--- src/rtl/bht_pkg.sv ---
`timescale 1ns / 1ps
`default_nettype none
// ----------------------------------------------------------------------------
// Backend health tracker package
// Shared types and constants: the per-server table entry and the divider
// result bundle.
// ----------------------------------------------------------------------------
package bht_pkg;

  localparam logic [1:0] OP_START = 2'd0;
  localparam logic [1:0] OP_END   = 2'd1;

  localparam int unsigned PCT_SCALE = 100;
  localparam logic [6:0]  PCT_MAX   = 7'd100;
  localparam int unsigned PCT_NUM_W = 39;

  typedef struct packed {
    logic        health;
    logic [7:0]  streak;
    logic [15:0] active;
    logic [31:0] req;
    logic [31:0] fails;
    logic [63:0] tsum;
    logic [31:0] avg;
    logic [6:0]  pct;
  } bht_entry_t;

  localparam bht_entry_t ENTRY_RST = '{
    health: 1'b1,
    streak: 8'd0,
    active: 16'd0,
    req:    32'd0,
    fails:  32'd0,
    tsum:   64'd0,
    avg:    32'd0,
    pct:    7'd0
  };

  typedef struct packed {
    logic        done;
    logic        ovf;
    logic        dz;
    logic [31:0] quo;
  } bht_div_res_t;

endpackage
`default_nettype wire

--- src/rtl/bht_div.sv ---
`timescale 1ns / 1ps
`default_nettype none
// ----------------------------------------------------------------------------
// Radix-2 restoring divider
// Divides a 64-bit dividend by a 32-bit divisor one quotient bit per cycle.
// Flags a zero divisor and a quotient that does not fit in 32 bits.
// ----------------------------------------------------------------------------
module bht_div
  import bht_pkg::*;
(
  input  wire logic         clk,
  input  wire logic         rst_n,
  input  wire logic         start,
  input  wire logic [63:0]  dividend,
  input  wire logic [31:0]  divisor,
  output bht_div_res_t      res
);

  logic [31:0] rem_r;
  logic [31:0] q_r;
  logic [31:0] dvs_r;
  logic [4:0]  cnt_r;
  logic        busy_r;
  logic        done_r;
  logic        ovf_r;
  logic        dz_r;

  logic [32:0] trial;
  logic [32:0] diff;
  logic        ge;
  logic [31:0] rem_nxt;
  logic [31:0] q_nxt;

  always_comb begin
    trial   = {rem_r, q_r[31]};
    diff    = trial - {1'b0, dvs_r};
    ge      = (trial >= {1'b0, dvs_r});
    rem_nxt = ge ? diff[31:0] : trial[31:0];
    q_nxt   = {q_r[30:0], ge};
  end

  always_ff @(posedge clk) begin
    if (!rst_n) begin
      busy_r <= 1'b0;
      done_r <= 1'b0;
      cnt_r  <= 5'd0;
    end else begin
      done_r <= 1'b0;
      if (start) begin
        busy_r <= 1'b1;
        cnt_r  <= 5'd0;
      end else if (busy_r) begin
        cnt_r <= cnt_r + 5'd1;
        if (cnt_r == 5'd31) begin
          busy_r <= 1'b0;
          done_r <= 1'b1;
        end
      end
    end
  end

  always_ff @(posedge clk) begin
    if (start) begin
      rem_r <= dividend[63:32];
      q_r   <= dividend[31:0];
      dvs_r <= divisor;
      ovf_r <= (dividend[63:32] >= divisor);
      dz_r  <= (divisor == 32'd0);
    end else if (busy_r) begin
      rem_r <= rem_nxt;
      q_r   <= q_nxt;
    end
  end

  assign res.done = done_r;
  assign res.ovf  = ovf_r;
  assign res.dz   = dz_r;
  assign res.quo  = q_r;

endmodule
`default_nettype wire

--- config.mk ---
export PLATFORM = sky130hd
export DESIGN_NAME = bht_div
export DESIGN_NICKNAME = d
export VERILOG_FILES = /design/src/rtl/bht_pkg.sv /design/src/rtl/bht_div.sv
export SDC_FILE = /design/constraint.sdc
export NUM_CORES = 1
export LEC_CHECK = 0
export BUFFER_PORTS_ARGS = -buffer_cell sky130_fd_sc_hd__buf_4
export CAP_MARGIN = 20
export CORE_MARGIN = 5
export CORE_UTILIZATION = 45
export DETAILED_ROUTE_END_ITERATION = 10
export GPL_TIMING_DRIVEN = 0
export PLACE_DENSITY = 0.67
export SETUP_SLACK_MARGIN = 0.3
export SYNTH_ARGS = -nofsm -noshare
export SYNTH_HDL_FRONTEND = slang
export SYNTH_SLANG_ARGS = --single-unit
--- constraint.sdc ---
create_clock -name clk -period 5.2 [get_ports clk]
set_clock_uncertainty 0.1 [all_clocks]
set_input_delay 1.04 -clock clk [delete_from_list [all_inputs] [get_ports clk]]
set_output_delay 1.04 -clock clk [all_outputs]
set_load 0.05 [all_outputs]
==> out/metrics.json, run 1 <==
{
  "power": {
    "pwr-share-seq": 0.350,
    "power_per_cell_area_mw_per_mm2": 377.3,
    "design_power_total_mw": 3.267,
    "p_int_mw": 1.981,
    "leakage_nw": 3.903,
    "share_clk_of_total_power": 0.203,
    "power_switching_mw": 1.286,
    "vdd.ir_drop.worst_mv": 0.2312,
    "comb_power_share": 0.447,
    "swShare": 0.3936
  },
  "synthesis": {
    "synth_area_leader_cell": "sky130_fd_sc_hd__edfxtp_1",
    "syn-mean-instance-area_sq_um": 10.00,
    "yosysSeqAreaShare": 0.4336,
    "synth.net_count": 877,
    "synthesis.instances": 711,
    "synth-warning-count": 0,
    "synthTopCellsByArea": "sky130_fd_sc_hd__edfxtp_1 41%, sky130_fd_sc_hd__ha_1 12%, sky130_fd_sc_hd__mux2_2 5.2%, sky130_fd_sc_hd__inv_1 4.1%, sky130_fd_sc_hd__nand2_1 3.8%",
    "yosysUniqueCellTypes": 59,
    "synth_top_area_frac": 0.4139,
    "ys_seq_elements": 105,
    "synth_flop_cell": "sky130_fd_sc_hd__edfxtp_1",
    "postSynth.asyncResetShare": 0,
    "post_synth_most_frequent_cells": "98 x sky130_fd_sc_hd__edfxtp_1, 77 x sky130_fd_sc_hd__inv_1, 72 x sky130_fd_sc_hd__nand2_1",
    "post-synth-top-count-cell": "sky130_fd_sc_hd__edfxtp_1",
    "synth.cell_area_sq_mm": 0.007111,
    "synth_enable_flop_cells": 98
  },
  "layout": {
    "nFillCells": 1422,
    "num_antenna_cells": 0,
    "layout.nets": 1021,
    "layout-drive-gt1-share": 0.2349,
    "seq_area_sq_mm": 0.003083,
    "multi_input_comb_area_sq_mm": 0.003597,
    "syn2layout_area_growth_pct": 21.77
  },
  "timing": {
    "min_period_over_period": 0.6968,
    "maxSlewViolCount": 0,
    "worst_hold_slack_ns": 0.4119,
    "period_needed_ns": 3.623,
    "grt_setup_unrepaired": "false",
    "setup_viol_count_final": 0,
    "fin_setup_tns_ns": 0,
    "relSlewSlack": 0.3767,
    "hold_violations": 0,
    "worst_tran_pin_value_ns": 0.9350,
    "fin_ws_ns": 1.577,
    "max_freq_ghz": 0.2760
  },
  "route": {
    "totalWireLength_um": 19790,
    "first_iter_violations": 396,
    "firstDrtPassIters": 5,
    "postRouteAntennaNets": 0,
    "viasPerCell": 5.492,
    "detail_route.drc_violations": 0,
    "route.vias.total": 5909,
    "route.detailed.wl_per_inst_um": 18.39
  },
  "setup_path": {
    "critical_path.max_stage_delay_ns": 0.67,
    "worstPathArrival_ns": 3.71,
    "critical_path_class": "register to register",
    "reg2regPathDepth": 10,
    "cp_slowest_cell": "sky130_fd_sc_hd__a211oi_4",
    "regToRegEndpoint": "rem_r[15]$_DFFE_PP_",
    "crit_top_cell": "sky130_fd_sc_hd__a21oi_2",
    "cp-start-kind": "register",
    "setup.worst_path.end_class": "register",
    "regToRegSetupSlack_ns": 1.58,
    "worstSetupStartpoint": "rem_r[3]$_DFFE_PP_",
    "critical_path.cell_chain": "ha_1, a21oi_2, nor3b_2, a211oi_2, nor2_1, a21oi_2, a211oi_4, buf_4, nand2_1, a31oi_1",
    "worstPathRequired_ns": 5.29,
    "worst-path-stages": 10,
    "worstReg2RegStart": "rem_r[3]$_DFFE_PP_",
    "cp_max_fo": 10,
    "cp_top_family": "compound AO/OA/AOI/OAI gates",
    "crit_path_end": "rem_r[15]$_DFFE_PP_",
    "crit_buf_inv": 1
  },
  "floorplanning": {
    "dieArea_sq_mm": 0.01842,
    "fp-row-count": 46,
    "design.core.area_sq_mm": 0.01571,
    "chipWidth_um": 135.7,
    "io-pin-count": 134,
    "floorplan.initialDensity": 0.4525,
    "die_height_um": 135.7
  },
  "clock_network": {
    "cts_root_buf": "sky130_fd_sc_hd__clkbuf_16",
    "post-cts-setup-buffer-count": 0,
    "numClockSinks": 105,
    "cts.path.max_buffers": 2,
    "cts.clk_slew.worst_paths_ns": 0.07,
    "cts_tree": "yes",
    "h-tree-depth": 3,
    "post_cts_gate_resize_count": 0,
    "hold_buffers": 0,
    "numCtsBuffers": 9,
    "clk_latency_ns": 0.36
  },
  "place": {
    "post-dp-hpwl_um": 15320,
    "place.gp.congestion": 0.9011,
    "buffer_ports.inserted": 133,
    "post-place-ws_ns": 1.263
  },
  "grt": {
    "via_count_of_the_first_global_routing_pass": 5962,
    "grtUsageMet1": 0.2859,
    "antenna_violations_before_repair": 0,
    "grt_pass1_wl_um": 31060,
    "globalRouteOverflowTotal": 0,
    "gr-usage-all-layers": 0.2168,
    "globalRouteMet2Util": 0.3520,
    "use_met3": 0.06055,
    "pin_count_of_the_biggest_net_entering_global_routing": 65,
    "gr-max-usage-layer": "met2"
  },
  "status": {
    "status": "complete, no violations"
  },
  "run": {
    "max_cap_viol_count": 0
  },
  "worst_hold_path": {
    "min_path_type": "register to register",
    "hold_start": "cnt_r[3]$_SDFFE_PP0P_"
  }
}
-- through the flow --
stage	cell area [sq um]	instances	utilization
finish	8658	1076	0.5510
global route	8658	1076	0.5510
CTS	8658	1076	0.5510
detailed placement	8382	1060	0.5334
global placement	8379	1060	0.5333
floorplan	7111	711	-
-- registers in the layout, indices dropped and copies added, names as in the netlist --
register,count
busy_r,1
done_r,1
rem_r,32
ovf_r,1
q_r,32
cnt_r,5
dz_r,1
dvs_r,32
-- layout make-up --
class	instances	share of cell area
clock buffer	9	0.02601
timing repair buffer	133	0.1153
clock inverter	7	0.005925
multi-input combinational	499	0.4155
inverter	78	0.03382
sequential	105	0.3561
tap	216	0.03121
buffer	29	0.01618
-- logic make-up after synthesis --
kind of cell    Yosys count  synth area share
buf+inv                 107           0.06088
simple gates            192            0.1288
mux                      43           0.06634
flops                   105            0.4336
xor+xnor                 26           0.03203
fa+ha+maj                67            0.1190
compound gates          171            0.1594
-- worst min-delay path by stage --
stage | end | slack (ns) | cells past startpoint
after floorplan | cnt_r[4]$_SDFFE_PP0P_ | 0.37 | 2
after global placement | cnt_r[4]$_SDFFE_PP0P_ | 0.38 | 2
after detailed placement | cnt_r[3]$_SDFFE_PP0P_ | 0.40 | 2
after CTS | cnt_r[3]$_SDFFE_PP0P_ | 0.42 | 2
after global routing | cnt_r[0]$_SDFFE_PP0P_ | 0.47 | 2
final | cnt_r[3]$_SDFFE_PP0P_ | 0.41 | 2
-- layer usage --
metal  wire length [um]  vias to the layer above  part of all wire
met1               8522                     2834              0.43
li1                   -                     2887                 -
met2               9377                      168              0.47
met3               1546                       20             0.078
met5                  0                        -                 0
met4                339                        0             0.017
-- power groups by stage --
stage	registers [mW]	clock network, mW	logic [mW]
2_1_floorplan	1.24	0	0.938
3_3_place_gp	1.16	0	1.42
3_5_place_dp	1.16	0	1.44
4_1_cts	1.14	0.673	1.45
5_1_grt	1.16	0.708	1.61
6_report	1.14	0.663	1.46
-- worst register-to-register path, stage by stage, from the launching register on --
cell,delay [ns]
sky130_fd_sc_hd__edfxtp_1,0.40
sky130_fd_sc_hd__ha_1,0.36
sky130_fd_sc_hd__a21oi_2,0.21
sky130_fd_sc_hd__nor3b_2,0.31
sky130_fd_sc_hd__a211oi_2,0.14
sky130_fd_sc_hd__nor2_1,0.43
sky130_fd_sc_hd__a21oi_2,0.21
sky130_fd_sc_hd__a211oi_4,0.67
sky130_fd_sc_hd__buf_4,0.32
sky130_fd_sc_hd__nand2_1,0.12
sky130_fd_sc_hd__a31oi_1,0.20
-- placed cells by master (no fill, tap or decap), types with 10 or more instances in the layout --
| cell type | instances |
|---|---|
| sky130_fd_sc_hd__nor4_1 | 15 |
| sky130_fd_sc_hd__ha_1 | 66 |
| sky130_fd_sc_hd__nand4_1 | 13 |
| sky130_fd_sc_hd__inv_1 | 77 |
| sky130_fd_sc_hd__mux2i_1 | 10 |
| sky130_fd_sc_hd__nand3_1 | 14 |
| sky130_fd_sc_hd__nor2_1 | 39 |
| sky130_fd_sc_hd__a21oi_1 | 45 |
| sky130_fd_sc_hd__buf_4 | 141 |
| sky130_fd_sc_hd__clkbuf_1 | 20 |
| sky130_fd_sc_hd__nand2_1 | 72 |
| sky130_fd_sc_hd__edfxtp_1 | 98 |
| sky130_fd_sc_hd__xor2_1 | 15 |
| sky130_fd_sc_hd__xnor2_1 | 11 |
| sky130_fd_sc_hd__o21ai_0 | 29 |
| sky130_fd_sc_hd__mux2_2 | 33 |
| sky130_fd_sc_hd__a31oi_1 | 18 |
| sky130_fd_sc_hd__a21o_1 | 24 |
Power figures use the tool's default switching activity.
==> run 2: changes to the inputs <==
--- a/config.mk
+++ b/config.mk
@@ -5,13 +5,14 @@
 export SDC_FILE = /design/constraint.sdc
 export NUM_CORES = 1
 export LEC_CHECK = 0
+export ABC_AREA = 1
 export BUFFER_PORTS_ARGS = -buffer_cell sky130_fd_sc_hd__buf_4
 export CAP_MARGIN = 20
 export CORE_MARGIN = 5
 export CORE_UTILIZATION = 45
 export DETAILED_ROUTE_END_ITERATION = 10
 export GPL_TIMING_DRIVEN = 0
-export PLACE_DENSITY = 0.67
+export PLACE_DENSITY = 0.66
 export SETUP_SLACK_MARGIN = 0.3
 export SYNTH_ARGS = -nofsm -noshare
 export SYNTH_HDL_FRONTEND = slang
==> constraint.sdc (replaced) <==
create_clock -name clk -period 3.5 [get_ports clk]
set_clock_uncertainty 0.1 [all_clocks]
set_input_delay 0.7 -clock clk [delete_from_list [all_inputs] [get_ports clk]]
set_output_delay 0.7 -clock clk [all_outputs]
set_load 0.05 [all_outputs]
==> out/metrics.json, run 2 <==
{
  "setup_path": {
    "worstPathRequired_ns": 3.44,
    "cp_slowest_cell": "sky130_fd_sc_hd__clkbuf_1",
    "regToRegEndpoint": "rem_r[28]$_DFFE_PP_",
    "cp_max_fo": 37,
    "cp-start-kind": "primary input",
    "reg2regPathDepth": 16,
    "regToRegSetupSlack_ns": 0.73,
    "worst-path-stages": 5,
    "crit_path_end": "rem_r[6]$_DFFE_PP_",
    "cp_top_family": "buffers and inverters",
    "worstSetupStartpoint": "start",
    "worstPathArrival_ns": 2.72,
    "critical_path_class": "primary input to register",
    "critical_path.max_stage_delay_ns": 0.58,
    "worstReg2RegStart": "q_r[31]$_DFFE_PP_",
    "critical_path.cell_chain": "buf_4, clkbuf_1, nor2_1, inv_2, buf_12",
    "setup.worst_path.end_class": "register",
    "crit_buf_inv": 4
  },
  "timing": {
    "max_freq_ghz": 0.3599,
    "relSlewSlack": 0.5036,
    "worst_tran_pin_value_ns": 0.7378,
    "hold_violations": 0,
    "period_needed_ns": 2.779,
    "min_period_over_period": 0.7939,
    "fin_ws_ns": 0.7215,
    "grt_setup_unrepaired": "false",
    "maxSlewViolCount": 0,
    "fin_setup_tns_ns": 0,
    "setup_viol_count_final": 0
  },
  "grt": {
    "pin_count_of_the_biggest_net_entering_global_routing": 38,
    "gr-usage-all-layers": 0.2220,
    "antenna_violations_before_repair": 0,
    "grt_pass1_wl_um": 35850,
    "globalRouteOverflowTotal": 0,
    "via_count_of_the_first_global_routing_pass": 7080
  },
  "status": {
    "status": "complete, no violations"
  },
  "route": {
    "viasPerCell": 4.971,
    "postRouteAntennaNets": 0,
    "detail_route.drc_violations": 0,
    "firstDrtPassIters": 5,
    "route.vias.total": 7476,
    "first_iter_violations": 419,
    "totalWireLength_um": 22600,
    "route.detailed.wl_per_inst_um": 15.02
  },
  "clock_network": {
    "cts_tree": "yes",
    "post_cts_gate_resize_count": 0,
    "post-cts-setup-buffer-count": 0,
    "cts_root_buf": "sky130_fd_sc_hd__clkbuf_16",
    "cts.path.max_buffers": 2,
    "h-tree-depth": 3,
    "clk_latency_ns": 0.35,
    "hold_buffers": 0,
    "cts.clk_slew.worst_paths_ns": 0.07,
    "numCtsBuffers": 9,
    "numClockSinks": 105
  },
  "synthesis": {
    "synth_area_leader_cell": "sky130_fd_sc_hd__edfxtp_1",
    "largest_family_of_logic_cells_by_synthesized_area": "simple AND/OR/NAND/NOR gates",
    "synth-warning-count": 0,
    "post_synth_most_frequent_cells": "456 x sky130_fd_sc_hd__nand2_1, 202 x sky130_fd_sc_hd__inv_1, 98 x sky130_fd_sc_hd__edfxtp_1",
    "synth_enable_flop_cells": 98,
    "synth_flop_cell": "sky130_fd_sc_hd__edfxtp_1",
    "synth_compound_gate_area_share": 0.03717,
    "synthTopCellsByArea": "sky130_fd_sc_hd__edfxtp_1 36%, sky130_fd_sc_hd__nand2_1 21%, sky130_fd_sc_hd__ha_1 10%, sky130_fd_sc_hd__inv_1 9.4%, sky130_fd_sc_hd__nand3_1 4.5%",
    "synth_top_area_frac": 0.3643,
    "synth.cell_area_sq_mm": 0.008078,
    "synth.net_count": 1293,
    "synthXorXnorAreaFrac": 0.01518,
    "postSynth.asyncResetShare": 0,
    "ys_seq_elements": 105,
    "post_synth_and_or_nand_nor_area_fraction": 0.3445,
    "synth_mux_area_frac": 0,
    "syn-mean-instance-area_sq_um": 7.167,
    "synthAdderAreaFrac": 0.1047,
    "yosysSeqAreaShare": 0.3817,
    "post-synth-top-count-cell": "sky130_fd_sc_hd__nand2_1",
    "synthesis.instances": 1127,
    "yosysUniqueCellTypes": 33
  },
  "floorplanning": {
    "fp-row-count": 49,
    "design.core.area_sq_mm": 0.01784,
    "die_height_um": 144.0,
    "io-pin-count": 134,
    "floorplan.initialDensity": 0.4528,
    "chipWidth_um": 144.0,
    "dieArea_sq_mm": 0.02073
  },
  "power": {
    "leakage_nw": 5.201,
    "vdd.ir_drop.worst_mv": 0.2526,
    "design_power_total_mw": 5.130,
    "power_per_cell_area_mw_per_mm2": 529.5
  },
  "layout": {
    "multi_input_comb_area_sq_mm": 0.004051,
    "layout.cells.most_common": "sky130_fd_sc_hd__nand2_1",
    "layout-drive-gt1-share": 0.1451,
    "layout.nets": 1438,
    "final_cell_count_no_fill": 1504,
    "syn2layout_area_growth_pct": 19.95,
    "nFillCells": 1727,
    "seq_area_sq_mm": 0.003083,
    "num_antenna_cells": 0,
    "layout.cells.most_common_list": "456 x sky130_fd_sc_hd__nand2_1, 201 x sky130_fd_sc_hd__inv_1, 139 x sky130_fd_sc_hd__buf_4",
    "biggestRegsByFlops": "dvs_r: 32 flops, q_r: 32 flops, rem_r: 32 flops"
  },
  "worst_hold_path": {
    "min_path_type": "register to register"
  },
  "place": {
    "post-dp-hpwl_um": 18870,
    "place.gp.congestion": 0.9312,
    "buffer_ports.inserted": 133,
    "placed_cells_incl_taps": 1490,
    "post-place-ws_ns": 0.3016
  },
  "run": {
    "max_cap_viol_count": 0
  }
}
==> run 2: changes by cell type after synthesis, moves of 12 or more <==
cell	delta
sky130_fd_sc_hd__o21ai_0	-18
sky130_fd_sc_hd__nor2_1	+12
sky130_fd_sc_hd__a21o_1	-23
sky130_fd_sc_hd__a31oi_1	-18
sky130_fd_sc_hd__nand3_1	+58
sky130_fd_sc_hd__mux2_2	-33
sky130_fd_sc_hd__xor2_1	-15
sky130_fd_sc_hd__nand3b_1	+22
sky130_fd_sc_hd__inv_1	+125
sky130_fd_sc_hd__nand2_1	+384
==> run 2: how the worst min path moves through the flow <==
stage                            endpoint  depth (start not counted)  slack [ns]             startpoint
global route        cnt_r[3]$_SDFFE_PP0P_                          1        0.38  cnt_r[3]$_SDFFE_PP0P_
floorplan           cnt_r[3]$_SDFFE_PP0P_                          1        0.32  cnt_r[3]$_SDFFE_PP0P_
global placement    cnt_r[3]$_SDFFE_PP0P_                          1        0.34  cnt_r[3]$_SDFFE_PP0P_
finish              cnt_r[3]$_SDFFE_PP0P_                          1        0.36  cnt_r[3]$_SDFFE_PP0P_
CTS                 cnt_r[3]$_SDFFE_PP0P_                          1        0.36  cnt_r[3]$_SDFFE_PP0P_
detailed placement  cnt_r[3]$_SDFFE_PP0P_                          1        0.34  cnt_r[3]$_SDFFE_PP0P_
==> run 2: worst register-to-register path, stage by stage (launching register included) <==
cell	delay, ns
sky130_fd_sc_hd__edfxtp_1	0.42
sky130_fd_sc_hd__inv_1	0.15
sky130_fd_sc_hd__ha_1	0.16
sky130_fd_sc_hd__inv_1	0.08
sky130_fd_sc_hd__fa_1	0.44
sky130_fd_sc_hd__nand3_1	0.12
sky130_fd_sc_hd__nand3_1	0.17
sky130_fd_sc_hd__nand2_1	0.13
sky130_fd_sc_hd__nand2_1	0.13
sky130_fd_sc_hd__nand2_1	0.09
sky130_fd_sc_hd__nand2_1	0.11
sky130_fd_sc_hd__nand2_1	0.13
sky130_fd_sc_hd__nand2_1	0.06
sky130_fd_sc_hd__nand2_1	0.05
sky130_fd_sc_hd__nand3_1	0.08
sky130_fd_sc_hd__nand2_1	0.08
sky130_fd_sc_hd__nand2_1	0.04
==> run 2: where the power goes <==
group,switching (mW),internal (mW)
sequential,0.0856,1.60
clock,0.461,0.625
combinational,1.50,0.861
==> run 2: cell type report <==
cell class                 instances  area share
buffer                            26     0.01872
inverter                         203     0.07864
multi-input combinational        793      0.4181
clock buffer                      10     0.02363
sequential                       105      0.3182
timing repair buffer             134      0.1051
tap                              229     0.02957
clock inverter                     4    0.008006
==> run 2: per-stage QoR <==
step | util | instance area [sq um] | hold WS [ns]
3_3_place_gp | 0.5248 | 9363 | 0.3415
6_report | 0.5431 | 9689 | 0.3588
4_1_cts | 0.5431 | 9689 | 0.3553
2_1_floorplan | - | 8078 | 0.3216
3_5_place_dp | 0.5259 | 9383 | 0.3433
5_1_grt | 0.5431 | 9689 | 0.3844
==> run 2: cells by family after synthesis <==
logic type      count (synthesis)
compound gates                 56
simple gates                  656
buf+inv                       229
fa+ha+maj                      67
xor+xnor                       14
flops                         105
==> run 2: per-layer routing <==
metal / share of wire / track usage / up-vias
met5: 0 / 0 / -
met4: 0.020 / 0.06046 / 0
met3: 0.055 / 0.04299 / 23
met2: 0.45 / 0.3586 / 197
met1: 0.47 / 0.3062 / 3404
li1: - / - / 3852
